--- src/sv/lob_pkg.sv ---
package lob_pkg;

  // Default number of resting orders per side.
  localparam int LOB_DEPTH = 32;

  localparam logic SIDE_BUY  = 1'b0;
  localparam logic SIDE_SELL = 1'b1;

  localparam logic [1:0] ST_RESTED   = 2'd0;
  localparam logic [1:0] ST_FILLED   = 2'd1;
  localparam logic [1:0] ST_REJECTED = 2'd2;

  // One incoming limit order.
  typedef struct packed {
    logic        sell;
    logic [15:0] price;
    logic [15:0] qty;
  } order_t;

  // Commands from the matching engine to one side's book.
  typedef struct packed {
    logic        ins;
    logic        pop;
    logic        wr_qty;
    logic [15:0] price;
    logic [15:0] qty;
    logic [15:0] id;
  } book_ctl_t;

  // What a book shows of itself: fill state and its best entry.
  typedef struct packed {
    logic        empty;
    logic        full;
    logic [15:0] price;
    logic [15:0] qty;
    logic [15:0] id;
  } book_view_t;

  typedef enum logic [1:0] {
    S_IDLE,
    S_INSERT,
    S_MATCH,
    S_STATUS
  } eng_state_t;

endpackage

--- src/sv/lob_queue.sv ---
module lob_queue
  import lob_pkg::*;
(
  input  logic   clk,
  input  logic   rst,
  input  logic   push,
  input  order_t push_data,
  output logic   full,
  input  logic   pop,
  output logic   valid,
  output order_t head
);

  // Two-entry queue that parts the input side from the matching engine.
  order_t     mem [2];
  logic       wr_ptr;
  logic       rd_ptr;
  logic [1:0] count;

  assign full  = (count == 2'd2);
  assign valid = (count != 2'd0);
  assign head  = mem[rd_ptr];

  // Storage is written without reset.
  always_ff @(posedge clk) begin
    if (push && !full) begin
      mem[wr_ptr] <= push_data;
    end
  end

  // Pointers and fill count.
  always_ff @(posedge clk) begin
    if (rst) begin
      wr_ptr <= 1'b0;
      rd_ptr <= 1'b0;
      count  <= 2'd0;
    end else begin
      if (push && !full) begin
        wr_ptr <= ~wr_ptr;
      end
      if (pop && valid) begin
        rd_ptr <= ~rd_ptr;
      end
      unique case ({push && !full, pop && valid})
        2'b10:   count <= count + 2'd1;
        2'b01:   count <= count - 2'd1;
        default: count <= count;
      endcase
    end
  end

endmodule

--- config.mk ---
export PLATFORM = sky130hd
export DESIGN_NAME = lob_queue
export DESIGN_NICKNAME = d
export VERILOG_FILES = /design/src/sv/lob_pkg.sv /design/src/sv/lob_queue.sv
export SDC_FILE = /design/constraint.sdc
export NUM_CORES = 1
export LEC_CHECK = 0
export ABC_AREA = 1
export CAP_MARGIN = 20
export CORE_ASPECT_RATIO = 1.4
export CORE_MARGIN = 2
export CORE_UTILIZATION = 45
export CTS_CLUSTER_SIZE = 25
export DETAILED_ROUTE_END_ITERATION = 16
export DONT_BUFFER_PORTS = 1
export PLACE_DENSITY = 0.62
export SLEW_MARGIN = 15
export SYNTH_ARGS = -nofsm -noshare
export SYNTH_HDL_FRONTEND = slang
export SYNTH_SLANG_ARGS = --single-unit
--- constraint.sdc ---
create_clock -name clk -period 5.8 [get_ports clk]
set_input_delay 0.58 -clock clk [delete_from_list [all_inputs] [get_ports clk]]
set_output_delay 0.58 -clock clk [all_outputs]
set_load 0.03 [all_outputs]
# Yosys cells after proc, flatten, opt, wreduce, memory -nomap -nowiden

Memories as Yosys holds them, arrays and structs flattened. A register that Yosys moved wholly into a read port is not among the register bits.
Index checks and enable logic that the tools add are counted.

Input port bits: 37
Output and inout bits: 35
Memory bits (writable): 66
Memories: 1
Flip-flop bits (word level): 4

Memory list:

| name | depth | width | rd ports | clocked after Yosys merged registers in | write ports | line            | source |
|---|---|---|---|---|---|---|---|
| mem  | 2     | 33    | 1        | 1                                       | 1           | lob_queue.sv:15 | `order_t mem [2];` |

Reduce and logical (&&, ||, !) cells: 5
Add/subtract/negate cells: 2
Mux-type cells: 5
Equal/unequal tests: 3
Bitwise gates (word level): 2

Operators with widths:

| cell                                                               | number |
|---|---|
| 2-bit == test, second input constant                               | 2 |
| 1-bit 2-to-1 mux                                                   | 4 |
| 2-bit case mux with 2 select lines                                 | 1 |
| 2-bit nonzero test                                                 | 2 |
| 2-bit by 1-bit adder with 2-bit output, second input constant      | 1 |
| 2-bit by 1-bit == test with 1-bit output, second input constant    | 1 |
| 1-bit logical AND                                                  | 2 |
| 1-bit inverter                                                     | 2 |
| 2-bit by 1-bit subtractor with 2-bit output, second input constant | 1 |
| 1-bit logical NOT                                                  | 1 |

# Depth between registers and ports, before layout

Word-level depth: 5
Depth in mapped cells: 10
Mapped depth without buffers: 10

# Worst setup path after synthesis

No wires, ideal clock.

Path type: input to register
Start point: input push
End point: memory mem[0][0] (netlist bit), enable pin
Buffers on the path: 0
Arrival: 2.226 ns
Cell stages on the path: 4
Slack: 3.151 ns
Cell sequence: inv_1 -> nor2_1 -> inv_1 -> nor2_1

Longest elaborated chain between the ends: 3

RTL lines:

| what                                   | line            | source |
|---|---|---|
| start, declared                        | lob_queue.sv:6  | `input logic push,` |
| 1-bit logical AND                      | lob_queue.sv:26 | `if (push && !full) begin` |
| 1-bit 2-to-1 mux                       | lob_queue.sv:26 |  |
| 1-bit 2-to-1 mux (not written as such) | lob_queue.sv:27 | `mem[wr_ptr] <= push_data;` |
| end, declared                          | lob_queue.sv:15 |  |

Every way passes these cells.

==> flow_summary_export.csv <==
group,metric,value,unit
synth,netlist.area_leader.share,71.1,%
floorplan,initial_core_util,47.2,%
critical_path,cp_slowest_stage_delay,1.03,ns
power_and_ir_drop,p_leak,1.07,nW
floorplan,core_area,5900,sq um
timing,period_share,42.7,%
timing,hold_violations,0,
cells_and_area,final_nets,189,
floorplan,die_x,70.5,microns
cells_and_area,final_cell_mix,"66 x edfxtp_1, 30 x mux2_4, 11 x nor2_1, 9 x inv_1, 9 x clkbuf_8",
clock_network,cts_setup_buffers,0,
timing,fin_crit,2.48,ns
clock_network,tritoncts,"built",
power_and_ir_drop,p_comb_share,23.0,%
global_routing,grt_pass1_wl,6440,microns
power_and_ir_drop,p_switching,0.393,mW
synth,yosysUniqueCellTypes,16,
synth,syn-cell-area,2790,sq um
place,placed_cell_area,2820,sq um
global_routing,grt_start_max_net_pins,34,
critical_path,crit_type,"reg -> out",
synth,ys_top_cells_by_area,"edfxtp_1 71%, mux2_4 16%, dfxtp_1 3.6%",
floorplan,ios,72,
timing,timing.fmax,404,MHz
clock_network,root_buffer,"clkbuf_8",
min_path,min_to,"mem[1][0]",
power_and_ir_drop,intPower,0.881,mW
cells_and_area,layout-drive-gt1-share,32.1,%
detailed_routing,vias,1182,
detailed_routing,final_antenna_net_count,0,
global_routing,grt_pass1_vias,1274,
timing,hold_ws,0.338,ns
critical_path,cp-end-kind,"output pin",
detailed_routing,post-route-drc-count,0,
cells_and_area,filler_cell_count,498,
place,gp_congestion,0.632,
cells_and_area,final_cells,226,
timing,setup_viol,0,
critical_path,r2r-start,"count[0]",
clock_network,ctsResizeCount,0,
power_and_ir_drop,power_density,428,nW/um^2
min_path,hp-class,"in -> reg",
timing,maxSlewViolCount,0,
place,dpl.hpwl,2840,microns
cells_and_area,antenna_cells,0,
critical_path,cp_top_family,"flip-flops",
critical_path,path_buf_inv,0,
power_and_ir_drop,sw_frac_of_total,30.9,%
power_and_ir_drop,pwr-share-seq,52.6,%
status,status,"complete, no violations",
clock_network,hold_buffers,0,
global_routing,antenna_found_initial,0,
timing,skew,0.00440,ns
critical_path,r2r_end,"mem[1][13]",
floorplan,fp.dieH,97.1,microns
critical_path,cp_cell_sequence,"mux2_2",
power_and_ir_drop,peakVddDrop,343,uV
critical_path,cp.arrival,1.90,ns
detailed_routing,first_pass_iters,4,
timing,worst_pin_slew,1.06,ns
clock_network,numCtsBuffers,9,
synth,yosys.area.top_type,"edfxtp_1",
cells_and_area,area_growth,6.78,%
clock_network,clk_latency,0.33,ns
detailed_routing,avgViaCountPerCell,5.23,
clock_network,clkTransAtPathRegs,0.07,ns
synth,syn_area_per_cell,19.5,sq um
critical_path,worst_setup_path_start_kind,"flop",
synth,ys_seq_elements,71,
floorplan,die-area,6850,sq um
place,dp.cells,210,
min_path,worstHoldStart,"push_data[0]",
synth,yosys_warnings,0,
detailed_routing,routed_wl,4130,microns
clock_network,cts.sinks,71,
critical_path,reg2reg_slack,3.72,ns
critical_path,required,5.22,ns
flow_run,drv_cap,0,
power_and_ir_drop,clock_power_share,24.4,%
place,port_buffers,0,
synth,synth_nets,181,
critical_path,cp_slowest_cell,"dfxtp_2",
clock_network,cts.path.max_buffers,2,
timing,setup_tns,0,ns
synth,seq_area_frac_synth,74.7,%
detailed_routing,drt-initial-drc-count,63,
global_routing,grt_overflow,0,
synth,postSynthCellCount,143,
timing,rsz0062_at_grt,"false",
floorplan,rows,33,
critical_path,critPathMaxFanout,33,
detailed_routing,wire_per_inst,18.3,microns
clock_network,h-tree-depth,3,
min_path,hold_depth,0,
global_routing,track_usage,12.9,%
timing,max_slew_margin,29.4,%
cells_and_area,final_common_cell,"edfxtp_1",
cells_and_area,fin_area,2980,sq um
critical_path,r2r_cells,5,
==> synth_stat cells (all sizes together) <==
master	instances
dfxtp	5
a21oi	1
buf	4
edfxtp	66
mux2	33
inv	10
ha	1
o21ai	2
nand2	8
nand4	1
nor2	12
==> cells by family after synthesis <==
logic type | after synthesis | synth area share (%)
multiplexers | 33 | 17.4
flip-flops | 71 | 74.7
AND/OR/NAND/NOR | 21 | 3.01
adder cells (fa/ha/maj) | 1 | 0.449
buffers and inverters | 14 | 3.91
AO/OA/AOI/OAI | 3 | 0.538
==> metal layers <==
metal / up-vias / track usage [%] / wire (microns) / part of all wire, %
li1: 542 / - / - / -
met1: 585 / 11.8 / 1410 / 34
met2: 45 / 22.8 / 2280 / 55
met3: 10 / 6.02 / 354 / 8.6
met4: 0 / 7.54 / 82 / 2.0
met5: - / 0 / 0 / 0
==> area by class of cell <==
cell class / instances / area, sq um / share of cell area, %
Sequential cell: 71 / 2080 / 70.0
Clock inverter: 5 / 25.0 / 0.841
Timing Repair Buffer: 1 / 7.51 / 0.252
Inverter: 10 / 37.5 / 1.26
Clock buffer: 11 / 131 / 4.42
Tap cell: 70 / 87.6 / 2.94
Multi-Input combinational cell: 58 / 603 / 20.3
==> metrics by stage <==
stage / util [%] / power (mW) / worst slack, ns
after floorplan: - / 0.959 / 3.15
after global placement: 47.7 / 0.968 / 3.68
after detailed placement: 47.7 / 0.981 / 3.66
after CTS: 50.4 / 1.29 / 3.29
after global routing: 50.4 / 1.33 / 3.22
final: 50.4 / 1.27 / 3.32
==> sequential cells by signal (all words and copies together), names as in the netlist, named ones only <==
name	flops
wr_ptr	1
count	2
rd_ptr	1
mem	66
==> worst max-delay path by stage <==
stage	from	to	slack (ns)	cells past startpoint
finish	flop	head[32]	3.32	1
global route	flop	head[32]	3.22	1
CTS	flop	head[26]	3.29	1
detailed placement	flop	head[26]	3.66	1
global placement	flop	head[26]	3.68	1
floorplan	push	mem[0][0]	3.15	4
==> power by group through the flow <==
stage	registers, mW	clock network (mW)	logic (mW)
CTS	0.672	0.320	0.298
finish	0.671	0.311	0.292
global placement	0.679	0	0.289
global route	0.679	0.343	0.310
floorplan	0.651	0	0.307
detailed placement	0.683	0	0.298
(Power assumes the default switching activity.)
