[src/sv/lob_pkg.sv]
package lob_pkg;

  // Default number of resting orders per side.
  localparam int LOB_DEPTH = 32;

  localparam logic SIDE_BUY  = 1'b0;
  localparam logic SIDE_SELL = 1'b1;

  localparam logic [1:0] ST_RESTED   = 2'd0;
  localparam logic [1:0] ST_FILLED   = 2'd1;
  localparam logic [1:0] ST_REJECTED = 2'd2;

  // One incoming limit order.
  typedef struct packed {
    logic        sell;
    logic [15:0] price;
    logic [15:0] qty;
  } order_t;

  // Commands from the matching engine to one side's book.
  typedef struct packed {
    logic        ins;
    logic        pop;
    logic        wr_qty;
    logic [15:0] price;
    logic [15:0] qty;
    logic [15:0] id;
  } book_ctl_t;

  // What a book shows of itself: fill state and its best entry.
  typedef struct packed {
    logic        empty;
    logic        full;
    logic [15:0] price;
    logic [15:0] qty;
    logic [15:0] id;
  } book_view_t;

  typedef enum logic [1:0] {
    S_IDLE,
    S_INSERT,
    S_MATCH,
    S_STATUS
  } eng_state_t;

endpackage

[src/sv/lob_book.sv]
module lob_book
  import lob_pkg::*;
#(
  parameter int  Depth  = LOB_DEPTH,
  parameter bit  Ascend = 1'b0
)(
  input  logic       clk,
  input  logic       rst,
  input  book_ctl_t  ctl,
  output book_view_t view
);

  localparam int CW = $clog2(Depth + 1);

  // Sorted row of entries; entry 0 is the best. Each entry only sees its neighbours.
  logic [15:0]   pr  [Depth];
  logic [15:0]   qt  [Depth];
  logic [15:0]   ids [Depth];
  logic [CW-1:0] count;
  logic [Depth-1:0] stay;

  // An entry stays in place on insertion if it ranks at or ahead of the new price.
  always_comb begin
    for (int i = 0; i < Depth; i++) begin
      stay[i] = (CW'(i) < count) &&
                (Ascend ? (pr[i] <= ctl.price) : (pr[i] >= ctl.price));
    end
  end

  // Insertion shifts the tail down one place; a pop shifts everything up; a quantity write updates entry 0.
  always_ff @(posedge clk) begin
    for (int i = 0; i < Depth; i++) begin
      if (ctl.ins) begin
        if (!stay[i]) begin
          if (i == 0 || stay[(i == 0) ? 0 : i - 1]) begin
            pr[i]  <= ctl.price;
            qt[i]  <= ctl.qty;
            ids[i] <= ctl.id;
          end else begin
            pr[i]  <= pr[(i == 0) ? 0 : i - 1];
            qt[i]  <= qt[(i == 0) ? 0 : i - 1];
            ids[i] <= ids[(i == 0) ? 0 : i - 1];
          end
        end
      end else if (ctl.pop) begin
        if (i < Depth - 1) begin
          pr[i]  <= pr[(i < Depth - 1) ? i + 1 : i];
          qt[i]  <= qt[(i < Depth - 1) ? i + 1 : i];
          ids[i] <= ids[(i < Depth - 1) ? i + 1 : i];
        end
      end else if (ctl.wr_qty && i == 0) begin
        qt[i] <= ctl.qty;
      end
    end
  end

  // Number of resting orders.
  always_ff @(posedge clk) begin
    if (rst) begin
      count <= '0;
    end else if (ctl.ins) begin
      count <= count + CW'(1);
    end else if (ctl.pop) begin
      count <= count - CW'(1);
    end
  end

  assign view.empty = (count == '0);
  assign view.full  = (count >= CW'(Depth));
  assign view.price = pr[0];
  assign view.qty   = qt[0];
  assign view.id    = ids[0];

endmodule

[config.mk]
export PLATFORM = sky130hd
export DESIGN_NAME = lob_book
export DESIGN_NICKNAME = d
export VERILOG_FILES = /design/src/sv/lob_pkg.sv /design/src/sv/lob_book.sv
export SDC_FILE = /design/constraint.sdc
export NUM_CORES = 2
export LEC_CHECK = 0
export ABC_AREA = 1
export BUFFER_PORTS_ARGS = -buffer_cell sky130_fd_sc_hd__buf_2
export CORE_MARGIN = 4
export CORE_UTILIZATION = 34
export DETAILED_ROUTE_END_ITERATION = 8
export PLACE_DENSITY_LB_ADDON = 0.2
export SYNTH_ARGS = -nofsm -noshare
export SYNTH_HDL_FRONTEND = slang
export SYNTH_SLANG_ARGS = --single-unit
[constraint.sdc]
create_clock -name clk -period 5.29 [get_ports clk]
set_input_delay 0 -clock clk [delete_from_list [all_inputs] [get_ports clk]]
set_output_delay 0 -clock clk [all_outputs]
set_load 0.02 [all_outputs]
# Word-level counts from Yosys, hierarchy flattened
# Memory sizes are Yosys's and may differ from the RTL's.
# Index checks and enable logic that the tools add are counted.
totals:
  register_bits: 6
  ram_bits: 1536
  input_bits: 53
  n_memories: 3
mem_list:
  columns: ["name", "words", "word_bits", "read_ports", "rd_ports_with_merged_regs", "write_ports", "line", "text"]
  rows:
  - ["ids", 32, 16, 32, 0, 32, "lob_book.sv:18", "logic [15:0] ids [Depth];"]
  - ["pr", 32, 16, 32, 0, 32, "lob_book.sv:16", "logic [15:0] pr [Depth];"]
  - ["qt", 32, 16, 32, 0, 32, "lob_book.sv:17", "logic [15:0] qt [Depth];"]
op_classes:
  add_sub_neg: 2
  magnitude_cmp: 65
  n_mux: 446
  bitwise_logic: 187
  n_reduce_logical: 34
op_table:
  columns: ["operator", "count"]
  rows:
  - ["16-bit 2-to-1 mux", 187]
  - ["16-bit >= comparator", 32]
  - ["1-bit 2-to-1 mux", 257]
  - ["1-bit bitwise OR", 187]
  - ["5-bit by 6-bit less-than comparator with 1-bit output (first input constant)", 16]
  - ["4-bit by 6-bit less-than comparator with 1-bit output (first input constant)", 8]
  - ["1-bit logical AND", 32]
  - ["3-bit by 6-bit less-than comparator with 1-bit output (first input constant)", 4]
  - ["1-bit by 6-bit less-than comparator with 1-bit output (first input constant)", 2]
  - ["2-bit by 6-bit less-than comparator with 1-bit output (first input constant)", 2]
  - ["6-bit 2-to-1 mux", 2]
  - ["6-bit by 1-bit adder with 6-bit output (second input constant)", 1]
  - ["6-bit >= comparator (second input constant)", 1]
  - ["6-bit zero test", 1]
  - ["6-bit by 1-bit subtractor with 6-bit output (second input constant)", 1]
  - ["2-bit nonzero test", 1]

# Depth between registers and ports, before layout
logic_depth:
  word_depth: 8
  depth_mapped: 18

# Least setup slack after synthesis
# No wires, ideal clock.
synth_path:
  path_type: "input to register"
  start: "in ctl[35] (netlist name)"
  end: "mem ids[31][0], enable pin"
  arrival_ns: 4.306
  required_ns: 4.820
  path_slack_ns: 0.515
  path_stages: 10
  n_path_buf: 1
  path_cell_list: "inv_1 -> clkbuf_1 -> ha_1 -> a21oi_1 -> o21ai_0 -> nand2_1 -> nand2_1 -> nand2_1 -> nand3_1 -> a21oi_1"
synth_lines:
  columns: ["item", "line", "text"]
  rows:
  - ["start: declaration", "lob_book.sv:9", "input book_ctl_t ctl,"]
  - ["end: declaration", "lob_book.sv:18", null]

==> flow_summary_export.csv <==
group,metric,value,unit
placed_design,pre_cts_slack,1.464,ns
worst_hold_path,hold_class,"input port to register",
synth,synth_area_per_cell,7.584,um^2
critical_path,cp_max_fo,34,
timing,worst_slack,1.620,ns
synth,synthArstFlopShare,0,%
route,ant_nets,0,
route,detail_route.vias_per_cell,5.100,
global_routing,grt_pass1_wl,508400,um
timing,hold_viol_final,0,
outcome,status,"complete, no violations",
flow_run,cap_violations,0,
synth,yosysSeqAreaShare,45.13,%
route,drc,0,
clock_tree,clk_pin_slew,0.06,ns
synth,yosysWarnings,0,
timing,setup_viol,0,
critical_path,path_class,"register to register",
critical_path,endpoint_kind,"register",
timing,tns,0,ns
clock_tree,clk_path_buf_depth,4,
floorplanning,die_area,310200,um^2
critical_path,path_cells,"inv_1 -> ha_1 -> inv_1 -> o21ai_1 -> inv_1 -> nand2_4 -> nand3_2 -> buf_12 -> nand2_1 -> nand3_1 -> nand2_1",
route,drtIter0Drc,8399,
floorplanning,start_util,34.15,%
placed_design,gp_congestion,0.8412,
route,postRouteWirelength,318600,um
finish,area_growth,10.30,%
timing,slew_headroom,22.27,%
pwr,total_leakage_power,54.67,nW
route,routedWlPerCell,18.53,um
synth,syn_inst,13510,
global_routing,track_usage,19.92,%
timing,fmax,0.2725,GHz
floorplanning,top_level_ports,103,
clock_tree,root_buffer,"clkbuf_16",
critical_path,cpMostUsedCell,"inv_1",
global_routing,overflow,0,
clock_tree,numCtsBuffers,195,
global_routing,grt_antenna_before_repair,8,
timing,whs,0.1505,ns
finish,drive_gt1_share,5.648,%
placed_design,port_buffers,102,
clock_tree,clock_sinks,1542,
global_routing,grt_pass1_vias,86300,
clock_tree,cts_setup_buffers,0,
synth,synth.ff_latch_count,1542,
pwr,finalPower,40.69,mW
floorplanning,core-area,300000,um^2
clock_tree,cts-htree-levels,4,
route,vias,87650,
synth,yosys-top-cells-area,"edfxtp_1 (45%), nand2_1 (19%), nand4_1 (8.3%)",
timing,period_share,69.37,%
finish,layout_commonest_cell,"nand2_1",
critical_path,critPathLaunchType,"register",
pwr,max-vdd-ir-drop,0.2541,mV
synth,netlist_area,102500,um^2
finish,layout.cells.most_common_list,"nand2_1 (5039), inv_1 (1652), nand3_1 (1553)",
critical_path,slowest_delay,0.57,ns
clock_tree,postCtsHoldBufs,97,
timing,fin_crit,3.670,ns
pwr,power.density,360.0,nW/um^2
timing,report.final.slew_viol_count,0,
finish,final_nets,13650,
synth,yosysUniqueCellTypes,35,
clock_tree,clkLatencyLatePin,0.88,ns
timing,rsz0062_at_grt,"no",
floorplanning,fp-row-count,201,
synth,synth_top_area_share,45.02,%
clock_tree,ctsResizeCount,0,
synth,yosys.area.top_type,"edfxtp_1",
finish,fill_cells,31210,
timing,skew,0.06036,ns
placed_design,post-dp-hpwl,213100,um
timing,worst_slew_pin_slew,1.154,ns
critical_path,arrival,4.41,ns
synth,synth_edf_count,1536,
critical_path,cp.required,6.03,ns
floorplanning,die-height,557.0,um
critical_path,cpMaxStageDelayCell,"nand3_2",
route,first_pass_iters,7,
clock_tree,cts_tree,"built",
synth,synth_flop_cell,"edfxtp_1",
synth,synthesis.nets,14080,
floorplanning,die_w,557.0,um
global_routing,grt_max_degree,186,
## layer usage
layer  routed length, um  global-route usage, %  vias up
li1                    -                      -    44160
met1              156300                  29.32    40970
met2              140200                  31.38     2164
met3               15600                  2.299      363
met4                6477                  4.221        0
met5                   0                      0        -
## cell usage after synthesis (5+ instances only)
library cell / n
o21bai_1: 8
buf_4: 83
buf_6: 15
o21ai_0: 213
inv_2: 6
nand2_1: 5087
o21ai_1: 17
nand3_2: 5
inv_1: 1670
nor2_1: 107
a21oi_1: 233
buf_2: 161
nand3_1: 1566
clkbuf_1: 677
edfxtp_1: 1536
buf_1: 187
ha_1: 515
nand4_1: 1352
nand2_2: 9
dfxtp_1: 6
nor3_1: 34
## critical path: cells and delay by family, from the launching register on
family                     cells  cell delay (ns)
and+or+nand+nor                5             1.27
buffers and inverters          4             0.97
AOI/OAI and AO/OA              1             0.54
DFF                            1             0.36
adders and majority gates      1             0.36
## flip-flops by register name (all words and copies together) (netlist names)
name   cells
ids      512
pr       512
count      6
qt       512
## path summary, 6_finish.rpt
path                            depth (start not counted)                  start  slack, ns                   end
worst min register to register                          2   qt[0][144]$_DFFE_PP_       0.49  qt[0][128]$_DFFE_PP_
worst max-delay path                                   11  count[1]$_SDFFE_PP0P_       1.62  ids[25][9]$_DFFE_PP_
worst min-delay path                                    4                ctl[45]       0.15  pr[1][253]$_DFFE_PP_
worst max register to register                         11  count[1]$_SDFFE_PP0P_       1.62  ids[25][9]$_DFFE_PP_
## through the flow
stage	util, %	instance area [um^2]	std cells
4_1_cts	37.67	113000	17190
6_report	37.67	113000	17190
3_3_place_gp	35.41	106300	16740
2_1_floorplan	-	102500	13510
3_5_place_dp	35.41	106300	16740
5_1_grt	37.67	113000	17190
## report_power, final
part / internal, mW / switching, mW
Combinational: 3.34 / 6.85
Clock: 7.20 / 5.46
Sequential: 16.4 / 1.46
Total: 26.9 / 13.8
## logic make-up after synthesis
logic type      after synthesis  share of synthesized area (%)
compound gates              484                          2.415
flops                      1542                          45.13
fa+ha+maj                   515                          6.289
buf+inv                    2800                          10.87
simple gates               8169                          35.30
## final cells by class
type                       instances  area (um^2)  share of cell area [%]
sequential                      1542        46240                   40.92
multi-input combinational       9168        45440                   40.21
inverter                        1677         6302                   5.576
clock buffer                     260         5260                   4.654
tap                             3958         4952                   4.382
timing repair buffer             496         4284                   3.791
clock inverter                    84        530.5                  0.4694
antenna                            3        7.507                0.006642
(Power assumes the default switching activity.)
