$ cat src/sv/lob_pkg.sv
package lob_pkg;

  // Default number of resting orders per side.
  localparam int LOB_DEPTH = 32;

  localparam logic SIDE_BUY  = 1'b0;
  localparam logic SIDE_SELL = 1'b1;

  localparam logic [1:0] ST_RESTED   = 2'd0;
  localparam logic [1:0] ST_FILLED   = 2'd1;
  localparam logic [1:0] ST_REJECTED = 2'd2;

  // One incoming limit order.
  typedef struct packed {
    logic        sell;
    logic [15:0] price;
    logic [15:0] qty;
  } order_t;

  // Commands from the matching engine to one side's book.
  typedef struct packed {
    logic        ins;
    logic        pop;
    logic        wr_qty;
    logic [15:0] price;
    logic [15:0] qty;
    logic [15:0] id;
  } book_ctl_t;

  // What a book shows of itself: fill state and its best entry.
  typedef struct packed {
    logic        empty;
    logic        full;
    logic [15:0] price;
    logic [15:0] qty;
    logic [15:0] id;
  } book_view_t;

  typedef enum logic [1:0] {
    S_IDLE,
    S_INSERT,
    S_MATCH,
    S_STATUS
  } eng_state_t;

endpackage

$ cat src/sv/lob_engine.sv
module lob_engine
  import lob_pkg::*;
#(
  parameter int Depth = LOB_DEPTH
)(
  input  logic        clk,
  input  logic        rst,
  input  logic        q_valid,
  input  order_t      q_head,
  output logic        q_pop,
  input  book_view_t  bid_view,
  input  book_view_t  ask_view,
  output book_ctl_t   bid_ctl,
  output book_ctl_t   ask_ctl,
  output logic        out_valid,
  input  logic        out_ready,
  output logic        out_is_trade,
  output logic [15:0] out_buy_id,
  output logic [15:0] out_sell_id,
  output logic [15:0] out_price,
  output logic [15:0] out_qty,
  output logic [15:0] out_new_id,
  output logic [1:0]  out_status,
  output logic        out_last
);

  localparam int CW = $clog2(Depth + 1);

  eng_state_t    st, st_next;
  order_t        cur;
  logic [15:0]   next_id;
  logic [15:0]   nid;
  logic [15:0]   rem;
  logic [CW-1:0] trades;
  logic          reject;

  logic        out_free;
  logic        crossed;
  logic        own_full;
  logic [15:0] t;
  logic        emit_trade;
  logic        emit_status;
  logic        accept_order;

  assign out_free = !out_valid || out_ready;
  assign crossed  = !bid_view.empty && !ask_view.empty &&
                    (bid_view.price >= ask_view.price) && (trades < CW'(Depth));
  assign own_full = (cur.sell == SIDE_SELL) ? ask_view.full : bid_view.full;
  assign t        = (bid_view.qty < ask_view.qty) ? bid_view.qty : ask_view.qty;

  // Next state.
  always_comb begin
    st_next = st;
    unique case (st)
      S_IDLE:   if (q_valid) st_next = S_INSERT;
      S_INSERT: st_next = own_full ? S_STATUS : S_MATCH;
      S_MATCH:  if (!crossed) st_next = S_STATUS;
      S_STATUS: if (out_free) st_next = S_IDLE;
      default:  st_next = S_IDLE;
    endcase
  end

  // Commands to the queue and the books.
  always_comb begin
    q_pop        = (st == S_IDLE) && q_valid;
    accept_order = (st == S_INSERT) && !own_full;
    emit_trade   = (st == S_MATCH) && crossed && out_free;
    emit_status  = (st == S_STATUS) && out_free;
    bid_ctl      = '0;
    ask_ctl      = '0;
    bid_ctl.price = cur.price;
    bid_ctl.id    = next_id;
    ask_ctl.price = cur.price;
    ask_ctl.id    = next_id;
    bid_ctl.qty   = cur.qty;
    ask_ctl.qty   = cur.qty;
    if (accept_order) begin
      bid_ctl.ins = (cur.sell == SIDE_BUY);
      ask_ctl.ins = (cur.sell == SIDE_SELL);
    end
    if (emit_trade) begin
      bid_ctl.qty    = bid_view.qty - t;
      ask_ctl.qty    = ask_view.qty - t;
      bid_ctl.pop    = (bid_view.qty == t);
      ask_ctl.pop    = (ask_view.qty == t);
      bid_ctl.wr_qty = (bid_view.qty != t);
      ask_ctl.wr_qty = (ask_view.qty != t);
    end
  end

  // Control state.
  always_ff @(posedge clk) begin
    if (rst) begin
      st      <= S_IDLE;
      next_id <= 16'd1;
      reject  <= 1'b0;
    end else begin
      st <= st_next;
      if (st == S_INSERT) begin
        reject <= own_full;
        if (!own_full) begin
          next_id <= next_id + 16'd1;
        end
      end
    end
  end

  // Order being worked and its running totals.
  always_ff @(posedge clk) begin
    if (q_pop) begin
      cur <= q_head;
    end
    if (st == S_INSERT) begin
      nid    <= next_id;
      rem    <= cur.qty;
      trades <= '0;
    end else if (emit_trade) begin
      trades <= trades + CW'(1);
      rem    <= rem - ((rem < t) ? rem : t);
    end
  end

  // Output register, free to load whenever it is empty or being taken.
  always_ff @(posedge clk) begin
    if (rst) begin
      out_valid <= 1'b0;
    end else if (emit_trade || emit_status) begin
      out_valid <= 1'b1;
    end else if (out_ready) begin
      out_valid <= 1'b0;
    end
  end

  always_ff @(posedge clk) begin
    if (emit_trade) begin
      out_is_trade <= 1'b1;
      out_buy_id   <= bid_view.id;
      out_sell_id  <= ask_view.id;
      out_price    <= ask_view.price;
      out_qty      <= t;
      out_new_id   <= nid;
      out_status   <= ST_RESTED;
      out_last     <= 1'b0;
    end else if (emit_status) begin
      out_is_trade <= 1'b0;
      out_buy_id   <= 16'd0;
      out_sell_id  <= 16'd0;
      out_price    <= 16'd0;
      out_qty      <= 16'd0;
      out_new_id   <= nid;
      out_last     <= 1'b1;
      if (reject) begin
        out_status <= ST_REJECTED;
      end else if ((trades != '0) && (rem == 16'd0)) begin
        out_status <= ST_FILLED;
      end else begin
        out_status <= ST_RESTED;
      end
    end
  end

endmodule

$ cat config.mk
export PLATFORM = sky130hd
export DESIGN_NAME = lob_engine
export DESIGN_NICKNAME = d
export VERILOG_FILES = /design/src/sv/lob_pkg.sv /design/src/sv/lob_engine.sv
export SDC_FILE = /design/constraint.sdc
export NUM_CORES = 1
export LEC_CHECK = 0
export ABC_AREA = 1
export BUFFER_PORTS_ARGS = -buffer_cell sky130_fd_sc_hd__buf_4
export CAP_MARGIN = 20
export CORE_ASPECT_RATIO = 0.8
export CORE_MARGIN = 5
export CORE_UTILIZATION = 50
export DETAILED_ROUTE_END_ITERATION = 8
export GPL_TIMING_DRIVEN = 0
export PLACE_DENSITY = 0.78
export SLEW_MARGIN = 30
export SYNTH_ARGS = -nofsm -noshare
export SYNTH_HDL_FRONTEND = slang
export SYNTH_SLANG_ARGS = --single-unit
$ cat constraint.sdc
create_clock -name clk -period 6.15 [get_ports clk]
set_input_delay 0.3075 -clock clk [delete_from_list [all_inputs] [get_ports clk]]
set_output_delay 0.3075 -clock clk [all_outputs]
set_load 0.1 [all_outputs]
== After elaboration in Yosys (flattened, before gate mapping) ==
Cells that the tools add are included.

* Flip-flop bits (word level): 175
* Bits of input ports: 137
* Output and inout bits: 188
* Word-level logic and storage cells: 89

* Add/sub/neg operators: 5
* Order comparisons: 4
* Equality and inequality tests: 10
* Multiplexer cells: 27
* Bitwise gates (word level): 2
* Reduce and logical (&&, ||, !) cells: 23

{| class="wikitable"
|+ Operator list
! kind !! number
|-
| two-way mux 16 bit || 13
|-
| subtractor 16 bit || 3
|-
| == test 16 bit || 2
|-
| less-than comparator 16 bit || 2
|-
| inequality test 16 bit || 2
|-
| adder 16 x 1 -> 16 bit, second input constant || 1
|-
| >= comparator 16 bit || 1
|-
| zero test 16 bit || 1
|-
| two-way mux 2 bit || 6
|-
| logical AND 1 bit || 9
|-
| case mux 2 bit (4 select lines) || 1
|-
| two-way mux 1 bit || 7
|-
| adder 6 x 1 -> 6 bit, second input constant || 1
|-
| less-than comparator 6 bit, second input constant || 1
|-
| inequality test 2 bit, second input constant || 3
|-
| nonzero test 2 bit || 3
|-
| nonzero test 6 bit || 1
|-
| == test 2 bit, second input constant || 2
|-
| zero test 1 bit || 4
|-
| AND reduction 3 bit || 1
|-
| == test 2 x 1 -> 1 bit, second input constant || 1
|-
| zero test 2 bit || 1
|-
| logical OR 1 bit || 2
|-
| NOT 1 bit || 2
|-
| AND reduction 2 bit || 1
|}

== Depth between registers and ports, before layout ==
Gate-level depths: netlist (run 1).

* Word-level depth: 8
* Gate-level depth with buffers: 44
* Depth with buffers taken out: 41

== Least setup slack after synthesis (run 1) ==
OpenSTA, ideal clock, no wires.

* Kind: in2reg
* From: in ask_view[31] in the netlist's numbering
* To: reg rem[12] (data pin)
* Library setup time: 0.258 ns
* Arrival time: 5.072 ns
* Data required time: 5.892 ns
* Setup slack: 0.820 ns
* Cell stages on the path: 33
* Path buffers: 3
* Cell sequence: inv_1 ha_1 a21oi_1 o21ai_0 nor2_4 nand2_4 buf_6 clkbuf_1 o21ai_0 ha_1 a21oi_1 nand3b_1 a21oi_1 a2111oi_0 nand2_2 buf_2 o21ai_1 ha_1 inv_1 fa_1 a21oi_1 o21ai_0 nand2_1 nand2_1 a21o_1 nand2_1 nand2_1 nand2_1 nand2_1 a31oi_1 o21ai_0 o21ai_0 nand2_1

* Word-level cells in the longest chain between the ends: 7

{| class="wikitable"
|+ RTL lines
! element !! RTL line !! source
|-
| start, declared || lob_engine.sv:12 || <nowiki>input book_view_t ask_view,</nowiki>
|-
| less-than comparator 16 bit || lob_engine.sv:49 || <nowiki>assign t = (bid_view.qty < ask_view.qty) ? bid_view.qty : ask_view.qty;</nowiki>
|-
| two-way mux 16 bit (*) || lob_engine.sv:49 ||
|-
| less-than comparator 16 bit || lob_engine.sv:119 || <nowiki>rem <= rem - ((rem < t) ? rem : t);</nowiki>
|-
| two-way mux 16 bit (*) || lob_engine.sv:119 ||
|-
| subtractor 16 bit (*) || lob_engine.sv:119 ||
|-
| two-way mux 16 bit (*) || lob_engine.sv:117 || <nowiki>end else if (emit_trade) begin</nowiki>
|-
| two-way mux 16 bit (*) || lob_engine.sv:113 || <nowiki>if (st == S_INSERT) begin</nowiki>
|-
| end signal, assigned || lob_engine.sv:115 || <nowiki>rem <= cur.qty;</nowiki>
|-
| end signal, assigned || lob_engine.sv:119 ||
|-
| end, declared || lob_engine.sv:33 || <nowiki>logic [15:0] rem;</nowiki>
|}

Every way passes the cells marked *; elsewhere a longest branch is shown, timed or not. The select of a mux whose other input is x is not followed.
A chain may end at the register's enable or synchronous reset.

== Final worst setup path (run 1) ==
Ends and elaborated chain as after synthesis.

==> results of run 1 <==
sequential cells by signal (all words and copies together), names as in the netlist:
register      count
ask_ctl          16
cur              17
next_id          16
nid              16
out_buy_id       16
out_is_trade      1
out_last          1
out_new_id       16
out_price        16
out_qty          16
out_sell_id      16
out_status        2
out_valid         1
reject            1
rem              16
st                2
trades            6
per-layer routing:
metal	routed length [µm]	up-vias	track usage, %
met5	0	-	0
met4	532	0	5.789
met3	3761	39	8.871
met2	15900	480	43.65
met1	15240	4582	38.54
li1	-	4868	-
cells in the mapped netlist (all sizes together) (5+ instances only):
library cell,count
a21oi,88
a31oi,6
buf,59
clkbuf,15
dfxtp,30
edfxtp,145
ha,95
inv,163
nand2,271
nand3,60
nand3b,5
nand4,9
nor2,120
nor3,17
nor4,10
o21a,8
o21ai,97
or2,6
xnor2,10
worst max path at each step:
stage,end,slack [ns],depth (start not counted),startpoint
final,rem[12],0.31,33,ask_view[31]
after global routing,rem[12],0.0004,34,ask_view[31]
after global placement,rem[12],-0.65,34,ask_view[31]
after detailed placement,rem[12],-0.72,34,ask_view[31]
after CTS,rem[12],0.002,34,ask_view[31]
after floorplan,rem[12],0.82,33,ask_view[31]
power groups by stage:
stage | clock [mW] | sequential, mW | combinational (mW)
floorplan | 0 | 2.54 | 2.38
global placement | 0 | 1.87 | 3.98
detailed placement | 0 | 1.86 | 4.04
CTS | 1.16 | 1.84 | 4.06
global route | 1.22 | 1.87 | 4.42
finish | 1.15 | 1.84 | 4.12
cell families (layout without fill, tap and decap cells):
kind of cell / count (synthesis) / after routing / synth area share (%)
AO/OA/AOI/OAI: 222 / 222 / 11.42
XOR/XNOR: 14 / 14 / 1.136
adder cells (fa/ha/maj): 96 / 96 / 11.20
buffers and inverters: 239 / 597 / 10.15
flip-flops: 175 / 175 / 45.90
AND/OR/NAND/NOR: 504 / 504 / 20.19
cells in the final DEF (no fill, tap or decap), types with 4 or more instances in the layout:
cell / synthesis / layout
sky130_fd_sc_hd__nor2_1: 116 / 115
sky130_fd_sc_hd__buf_4: 48 / 373
sky130_fd_sc_hd__or2_2: 4 / 4
sky130_fd_sc_hd__nor4_1: 10 / 10
sky130_fd_sc_hd__o21ai_0: 78 / 67
sky130_fd_sc_hd__o21ai_2: 2 / 11
sky130_fd_sc_hd__ha_1: 95 / 94
sky130_fd_sc_hd__clkbuf_16: 0 / 17
sky130_fd_sc_hd__nand2_4: 3 / 4
sky130_fd_sc_hd__a31oi_1: 6 / 6
sky130_fd_sc_hd__nand2_2: 6 / 6
sky130_fd_sc_hd__inv_1: 161 / 160
sky130_fd_sc_hd__nor3_1: 17 / 17
sky130_fd_sc_hd__nand3_1: 57 / 57
sky130_fd_sc_hd__a21oi_1: 87 / 87
sky130_fd_sc_hd__inv_8: 0 / 4
sky130_fd_sc_hd__o21a_1: 8 / 8
sky130_fd_sc_hd__buf_1: 6 / 6
sky130_fd_sc_hd__o21ai_1: 17 / 17
sky130_fd_sc_hd__nand3b_1: 5 / 5
sky130_fd_sc_hd__nand4_1: 9 / 9
sky130_fd_sc_hd__o221a_2: 4 / 4
sky130_fd_sc_hd__dfxtp_1: 30 / 30
sky130_fd_sc_hd__edfxtp_1: 145 / 145
sky130_fd_sc_hd__clkbuf_1: 15 / 13
sky130_fd_sc_hd__nand2_1: 262 / 261
sky130_fd_sc_hd__xnor2_1: 10 / 10
sky130_fd_sc_hd__xor2_1: 4 / 4
per-stage QoR:
| step | setup slack [ns] | total power [mW] |
|---|---|---|
| final | 0.3075 | 7.114 |
| after global routing | 0.0003961 | 7.505 |
| after CTS | 0.002155 | 7.061 |
| after detailed placement | -0.7150 | 5.907 |
| after global placement | -0.6476 | 5.847 |
| after floorplan | 0.8200 | 4.921 |
cell type report:
class                   count  area (µm²)
fillers                  1798        7076
flip-flops and latches    175        4955
multi-input cells         836        4813
repair buffers            326        2467
inverters                 165       619.3
plain buffers              74       484.2
clock buffers              17       425.4
well taps                 275       344.1
clock inverters            15       196.4
what timing repair did:
action / 4_1_cts / 5_1_grt
gates resized for setup: 5 / 25
hold endpoints to repair: 0 / 0
pin swaps: 0 / 2
buffers inserted: 0 / 2
setup endpoints to repair: 4 / 5
==> flow_metrics.py, run 1 <==
metrics = {
    "sta": {
        "setup-tns-final_ns": 0,
        "finalCriticalPeriod_ns": 5.842,
        "worst_hold_slack_ns": 0.04165,
        "maxSlewHeadroom_pct": 35.53,
        "final-hold-violation-count": 0,
        "tightestPinTransition_ns": 0.9671,
        "worst_clock_skew_ns": 0.02189,
        "finalSetupViolCount": 0,
        "fmax_mhz": 171.2,
        "final.period_utilization_pct": 95.00,
        "number_of_pins_exceeding_their_max_slew_limit_in_the_final_report": 0,
        "rsz0062_at_grt": "no",
    },
    "power": {
        "maximum_ir_drop_on_the_vdd_rail_mv": 0.3245,
        "power.share.combinational_pct": 57.9,
        "clock_power_share_pct": 16.2,
        "net-switching-power_mw": 3.708,
        "power.density_cell_area_mw_per_mm2": 497.3,
        "seq_power_share_pct": 25.9,
        "intPower_mw": 3.405,
        "leakage_nw": 6.789,
        "power_switching_share_pct": 52.13,
    },
    "clocking": {
        "cts_root_buffer": "sky130_fd_sc_hd__clkbuf_16",
        "path_clk_slew_ns": 0.07,
        "cts.path.max_buffers": 2,
        "holdBufCountCts": 0,
        "cts_tree": "built",
        "tritoncts.num_buffers": 17,
        "worst_skew_pair_latency_ns": 0.44,
        "cts-htree-levels": 4,
        "cts_num_sinks": 175,
    },
    "logic_synthesis": {
        "mappedNetlistNets": 1483,
        "dominant_cells_by_area_after_synthesis": "sky130_fd_sc_hd__edfxtp_1 (40%), sky130_fd_sc_hd__ha_1 (11%), sky130_fd_sc_hd__nand2_1 (9.1%), sky130_fd_sc_hd__inv_1 (5.6%), sky130_fd_sc_hd__dfxtp_1 (5.6%)",
        "async_sr_flop_fraction_pct": 0,
        "synthDominantAreaCellType": "sky130_fd_sc_hd__edfxtp_1",
        "synth_top_area_share_pct": 40.34,
        "postSynthAreaPerCell_um2": 8.635,
        "synth_top_flop_cell": "sky130_fd_sc_hd__edfxtp_1",
        "synthDistinctLibCells": 52,
        "netlist_instances": 1250,
        "netlist_area_mm2": 0.01079,
        "ys_warn_count": 0,
        "synth-edff-count": 145,
        "ys_seq_elements": 175,
        "synth_sequential_area_ratio_pct": 45.90,
    },
    "detailed_routing": {
        "drc": 0,
        "drt_pre_antenna_iters": 8,
        "routed_wire_length_per_instance_um": 18.82,
        "drt_iter0_drc": 787,
        "via_per_inst": 5.294,
        "routed_wire_length_mm": 35.44,
        "antenna_left": 0,
        "via_count": 9969,
    },
    "setup_path": {
        "crit_arrival_ns": 6.03,
        "worst_setup_path_start_kind": "primary input",
        "cp_max_fo": 10,
        "path_common_cell": "sky130_fd_sc_hd__nand2_1",
        "critPathRequiredTime_ns": 6.34,
        "crit_path_top_delay_cell": "sky130_fd_sc_hd__a2111oi_1",
        "worst_r2r_path_depth": 24,
        "critPathCaptureType": "flop",
        "worst-r2r-setup-slack_ns": 1.56,
        "critPathBufInv": 6,
        "timing_worst_setup_path_type": "primary input to flop",
        "cpPeakStageDelay_ns": 0.42,
        "regToRegStartpoint": "rem[9]",
        "cp_top_family": "compound AO/OA/AOI/OAI gates",
        "worst_r2r_endpoint": "rem[12]",
    },
    "place": {
        "post_dp_cell_area_mm2": 0.01360,
        "numPlacedInstances": 1849,
        "detailedPlacementHpwl_mm": 28.32,
        "gpl.final_weighted_congestion": 0.9646,
        "port-buffer-count": 323,
    },
    "die": {
        "die_height_um": 141.4,
        "dieWidth_um": 174.3,
        "io_pins": 325,
        "design.core.area_mm2": 0.02138,
        "initial_utilization_pct": 50.49,
        "floorplan.rows": 48,
        "fp.dieArea_mm2": 0.02464,
    },
    "final_layout": {
        "post-route-util_pct": 66.91,
        "final_cells": 1883,
        "final_layout_size_suffix_gt1_share_pct": 28.54,
        "design.final.nets": 1828,
        "syn_to_final_growth_pct": 32.53,
        "final_cell_area_mm2": 0.01431,
        "num_antenna_cells": 0,
    },
    "job": {
        "max_cap_violations": 0,
    },
    "outcome": {
        "run_status": "finished, final reports clean",
    },
    "min_path": {
        "holdCritStartpoint": "q_head[20]",
        "hold_path_end": "ask_ctl[36]",
        "min-delay-path-class": "primary input to flop",
        "whs_path_depth": 1,
    },
    "global_route": {
        "grt_max_degree": 49,
        "antenna_found_initial": 0,
        "grt_pass1_wl_mm": 53.45,
        "grt_pass1_vias": 9496,
        "grt_use_total_pct": 27.91,
        "global_route.overflow_total": 0,
    },
}
(Power assumes the default switching activity.)
==> run 2: changes to the inputs <==
Settings changed: CORE_UTILIZATION 50 to 48, HOLD_SLACK_MARGIN set to 0.12.
Clock period 6.15 ns to 4.8 ns, I/O delays scaled along.
==> flow_metrics.py, run 2 (synthesized netlist as in run 1, its figures left out) <==
metrics = {
    "setup_path": {
        "timing_worst_setup_path_type": "primary input to flop",
        "cp_max_fo": 5,
        "critPathBufInv": 6,
        "critPathRequiredTime_ns": 4.99,
        "critPathCaptureType": "flop",
        "cp_top_family": "compound AO/OA/AOI/OAI gates",
        "path_common_cell": "sky130_fd_sc_hd__nand2_1",
        "cpPeakStageDelay_ns": 0.35,
        "worst_setup_path_start_kind": "primary input",
        "crit_arrival_ns": 5.01,
        "crit_path_top_delay_cell": "sky130_fd_sc_hd__fa_2",
    },
    "final_layout": {
        "final_cells": 2027,
        "registers.top_by_ff_count": "cur",
        "design.final.nets": 1941,
        "num_antenna_cells": 0,
        "sequential_cell_area_mm2": 0.004955,
        "filler_cell_count": 1675,
        "mostFrequentLayoutCell": "sky130_fd_sc_hd__buf_4",
        "multiInputGateArea_mm2": 0.005324,
        "largest_register_ffs": 17,
        "syn_to_final_growth_pct": 48.00,
        "final_layout_size_suffix_gt1_share_pct": 33.18,
        "most-common-layout-cells": "sky130_fd_sc_hd__buf_4 (404), sky130_fd_sc_hd__nand2_1 (251), sky130_fd_sc_hd__inv_1 (145), sky130_fd_sc_hd__edfxtp_1 (145), sky130_fd_sc_hd__nor2_1 (115)",
    },
    "clocking": {
        "worst_skew_pair_latency_ns": 0.44,
        "tritoncts.num_buffers": 17,
        "cts.path.max_buffers": 2,
        "cts_root_buffer": "sky130_fd_sc_hd__clkbuf_16",
        "path_clk_slew_ns": 0.07,
        "cts_num_sinks": 175,
        "cts-htree-levels": 4,
        "cts_tree": "built",
    },
    "sta": {
        "worst_clock_skew_ns": 0.01536,
        "finalCriticalPeriod_ns": 4.822,
        "fmax_mhz": 207.4,
        "maxSlewHeadroom_pct": 34.44,
        "finalSetupViolCount": 1,
        "worst_slack_ns": -0.02175,
        "final.period_utilization_pct": 100.5,
        "setup-tns-final_ns": -0.02175,
        "number_of_pins_exceeding_their_max_slew_limit_in_the_final_report": 0,
        "rsz0062_at_grt": "yes",
        "tightestPinTransition_ns": 0.9834,
        "final-hold-violation-count": 0,
    },
    "place": {
        "post-place-ws_ns": -1.462,
        "gpl.final_weighted_congestion": 1.019,
        "port-buffer-count": 323,
        "detailedPlacementHpwl_mm": 28.85,
        "numPlacedInstances": 1880,
    },
    "die": {
        "die_height_um": 144.1,
        "initial_utilization_pct": 48.37,
        "io_pins": 325,
        "floorplan.rows": 49,
        "design.core.area_mm2": 0.02232,
        "dieWidth_um": 177.7,
        "fp.dieArea_mm2": 0.02561,
    },
    "power": {
        "power_total_mw": 9.819,
        "leakage_nw": 7.354,
        "power.density_cell_area_mw_per_mm2": 614.6,
        "maximum_ir_drop_on_the_vdd_rail_mv": 0.5008,
    },
    "detailed_routing": {
        "antenna_left": 0,
        "routedLengthMet1_mm": 16.38,
        "drt_pre_antenna_iters": 5,
        "routed_wire_length_mm": 40.74,
        "drt_iter0_drc": 1124,
        "dr.max_layer_used": "met4",
        "via_count": 10990,
        "routed-wl-met3_mm": 4.148,
        "routed_wire_length_per_instance_um": 20.10,
        "via_per_inst": 5.422,
        "drc": 0,
        "met2RoutedLength_mm": 19.03,
    },
    "job": {
        "max_cap_violations": 0,
    },
    "global_route": {
        "grt_use_total_pct": 29.96,
        "grt_pass1_vias": 10650,
        "grt_pass1_wl_mm": 58.56,
        "grt_max_degree": 50,
        "global_route.overflow_total": 0,
        "antenna_found_initial": 0,
    },
    "min_path": {
        "min-delay-path-class": "primary input to flop",
    },
    "outcome": {
        "run_status": "finished with violations",
        "failed_checks": "negative setup slack",
    },
}
## run 2: changes by cell type in the layout (fill, tap and decap cells not counted), moves of 11 or more
cell / delta
sky130_fd_sc_hd__inv_1: -15
sky130_fd_sc_hd__ha_1: -22
sky130_fd_sc_hd__ha_4: +19
sky130_fd_sc_hd__dlygate4sd3_1: +71
sky130_fd_sc_hd__o21ai_4: +11
sky130_fd_sc_hd__inv_2: +12
sky130_fd_sc_hd__buf_4: +31
## run 2: through the flow
step | cell area [µm²] | util (%) | hold WS, ns
6_report | 15980 | 71.59 | 0.1381
5_1_grt | 15980 | 71.59 | 0.1503
4_1_cts | 15530 | 69.61 | 0.1220
3_5_place_dp | 13660 | 61.20 | 0.4045
3_3_place_gp | 13620 | 61.04 | 0.4003
2_1_floorplan | 10810 | - | 0.3389
## run 2: path summary, 6_finish.rpt
path / start / end / slack, ns / cells after the start
worst min register to register: nid[2] / out_new_id[2] / 0.41 / 0
worst max register to register: rem[13] / rem[12] / 0.80 / 23
worst max-delay path: ask_view[31] / rem[12] / -0.02 / 35
worst min-delay path: ask_view[38] / out_price[6] / 0.14 / 3
## run 2: routing by layer
layer	vias to the layer above	GRT usage, %
li1	5100	-
met1	5166	38.59
met2	628	49.26
met3	96	8.416
met4	0	9.805
met5	-	0
## run 2: layout make-up
class,instances,area share [%]
multi-input combinational,837,33.33
sequential,175,31.02
timing repair buffer,439,22.27
inverter,165,3.940
buffer,73,3.282
clock buffer,18,2.686
tap,306,2.397
clock inverter,14,1.081
## run 2: repair_timing
action / in CTS / in global routing
pin swaps: 31 / 43
buffers inserted: 23 / 20
gates resized for setup: 74 / 54
gates cloned: 2 / 0
hold buffers: 71 / 0
endpoints found under the hold margin: 71 / 0
setup endpoints to repair: 11 / 9
## run 2: power by group
| part | internal (mW) | switching, mW |
|---|---|---|
| Clock | 0.747 | 0.692 |
| Sequential | 2.15 | 0.240 |
| Combinational | 1.79 | 4.20 |
## run 2: tightest hold or removal path: stages
cell	delay, ns
sky130_fd_sc_hd__buf_4	0.08
sky130_fd_sc_hd__inv_1	0.04
sky130_fd_sc_hd__nor2_1	0.09
==> run 3: changes to the inputs <==
Settings changed: CORE_UTILIZATION 48 to 50.
Clock period 4.8 ns to 4.68 ns, I/O delays scaled along.
==> flow_metrics.py, run 3 (synthesized netlist as in run 1, its figures left out) <==
metrics = {
    "place": {
        "post_dp_cell_area_mm2": 0.01365,
        "port-buffer-count": 323,
        "gpl.final_weighted_congestion": 0.9690,
        "detailedPlacementHpwl_mm": 28.20,
        "numPlacedInstances": 1849,
        "post-place-ws_ns": -1.569,
    },
    "clocking": {
        "cts_root_buffer": "sky130_fd_sc_hd__clkbuf_16",
        "worst_skew_pair_latency_ns": 0.43,
        "cts_num_sinks": 175,
        "tritoncts.num_buffers": 17,
        "path_clk_slew_ns": 0.08,
        "cts_tree": "built",
        "cts.path.max_buffers": 2,
        "cts-htree-levels": 4,
    },
    "sta": {
        "finalCriticalPeriod_ns": 4.708,
        "final-hold-violation-count": 0,
        "worst_clock_skew_ns": 0.01181,
        "fmax_mhz": 212.4,
        "number_of_pins_exceeding_their_max_slew_limit_in_the_final_report": 0,
        "rsz0062_at_grt": "yes",
        "finalSetupViolCount": 2,
        "worst_slack_ns": -0.02796,
        "maxSlewHeadroom_pct": 34.32,
        "final.period_utilization_pct": 100.6,
        "tightestPinTransition_ns": 0.9853,
    },
    "global_route": {
        "grt_pass1_vias": 10390,
        "grt_max_degree": 47,
        "global_route.overflow_total": 0,
        "grt_pass1_wl_mm": 57.99,
        "grt_use_total_pct": 30.37,
        "antenna_found_initial": 0,
    },
    "setup_path": {
        "critPathCaptureType": "flop",
        "critPathBufInv": 6,
        "critPathRequiredTime_ns": 4.85,
        "cp_top_family": "compound AO/OA/AOI/OAI gates",
        "path_common_cell": "sky130_fd_sc_hd__nand2_1",
        "worst_setup_path_start_kind": "primary input",
        "crit_path_top_delay_cell": "sky130_fd_sc_hd__fa_2",
        "timing_worst_setup_path_type": "primary input to flop",
        "crit_arrival_ns": 4.88,
        "cp_max_fo": 6,
        "cpPeakStageDelay_ns": 0.38,
    },
    "power": {
        "power_total_mw": 10.32,
        "net-switching-power_mw": 5.319,
        "seq_power_share_pct": 23.8,
        "maximum_ir_drop_on_the_vdd_rail_mv": 0.5318,
        "clock_power_share_pct": 13.9,
        "intPower_mw": 5.004,
        "power.density_cell_area_mw_per_mm2": 646.3,
        "leakage_nw": 7.403,
        "power_switching_share_pct": 51.53,
        "power.share.combinational_pct": 62.3,
    },
    "final_layout": {
        "registers.top_by_ff_count": "cur",
        "final_cells": 2005,
        "mostFrequentLayoutCell": "sky130_fd_sc_hd__buf_4",
        "syn_to_final_growth_pct": 47.99,
        "num_antenna_cells": 0,
        "post-route-util_pct": 74.71,
        "final_cell_area_mm2": 0.01597,
        "design.final.nets": 1950,
        "largest_register_ffs": 17,
        "final_layout_size_suffix_gt1_share_pct": 33.99,
        "most-common-layout-cells": "sky130_fd_sc_hd__buf_4 (423), sky130_fd_sc_hd__nand2_1 (248), sky130_fd_sc_hd__inv_1 (146)",
    },
    "die": {
        "fp.dieArea_mm2": 0.02464,
        "dieWidth_um": 174.3,
        "initial_utilization_pct": 50.49,
        "design.core.area_mm2": 0.02138,
        "io_pins": 325,
        "floorplan.rows": 48,
        "die_height_um": 141.4,
    },
    "detailed_routing": {
        "antenna_left": 0,
        "drc": 0,
        "via_per_inst": 5.376,
        "drt_pre_antenna_iters": 7,
        "routed_wire_length_mm": 39.76,
        "drt_iter0_drc": 1130,
        "via_count": 10780,
        "routed_wire_length_per_instance_um": 19.83,
    },
    "min_path": {
        "min-delay-path-class": "primary input to flop",
    },
    "outcome": {
        "run_status": "finished with violations",
        "failed_checks": "negative setup slack",
    },
    "job": {
        "max_cap_violations": 0,
    },
}
-- run 3: cell types whose count changed in the layout (fill, tap and decap cells not counted), sizes merged --
cell and change:
buf +15, dlygate4sd3 -3, clkinv -2, inv +2
bufinv -1, clkbuf -1, nand2 -1
-- run 3: worst min-delay path, cell delays in order --
cell and delay [ns]:
sky130_fd_sc_hd__buf_4 0.08, sky130_fd_sc_hd__inv_1 0.05, sky130_fd_sc_hd__nor2_1 0.10
-- run 3: cell type report --
type / count / area [µm²]
buffer: 73 / 510.5
clock buffer: 19 / 464.2
clock inverter: 13 / 137.6
fill: 1537 / 5406
inverter: 165 / 639.4
multi-input combinational: 836 / 5331
sequential: 175 / 4955
tap: 275 / 344.1
timing repair buffer: 449 / 3592
-- run 3: final timing paths --
kind | start | to | slack, ns | cells after the start
setup reg to reg | rem[13] | rem[12] | 0.64 | 23
hold / removal | ask_view[36] | out_price[4] | 0.14 | 3
setup / recovery | ask_view[25] | rem[12] | -0.03 | 34
hold reg to reg | nid[8] | out_new_id[8] | 0.42 | 0
-- run 3: repair_timing --
action / 4_1_cts / 5_1_grt
hold buffers: 68 / 0
setup endpoints to repair: 12 / 10
gates resized for setup: 71 / 57
pin swaps: 34 / 46
buffers inserted: 31 / 25
gates cloned: 1 / 0
hold endpoints to repair: 68 / 0
-- run 3: power by group through the flow --
| stage | combinational, mW | sequential [mW] | clock (mW) |
|---|---|---|---|
| final | 6.44 | 2.45 | 1.44 |
| after detailed placement | 5.30 | 2.45 | 0 |
| after global placement | 5.23 | 2.46 | 0 |
| after global routing | 6.81 | 2.49 | 1.53 |
| after floorplan | 3.15 | 3.34 | 0 |
| after CTS | 5.91 | 2.42 | 1.45 |
-- run 3: stage by stage --
step / hold slack [ns] / TNS, ns
2_1_floorplan: 0.3329 / -0.2591
3_3_place_gp: 0.4007 / -91.00
3_5_place_dp: 0.4054 / -13.40
4_1_cts: 0.1214 / -0.1071
5_1_grt: 0.1301 / -1.037
6_report: 0.1350 / -0.03510
-- run 3: per-layer routing --
layer  share of wire [%]  track usage, %  wire (µm)
met4                 1.8           8.413        723
met3                 9.7           8.125       3870
met5                   0               0          0
met2                  47           48.21      18590
met1                  42           41.46      16580
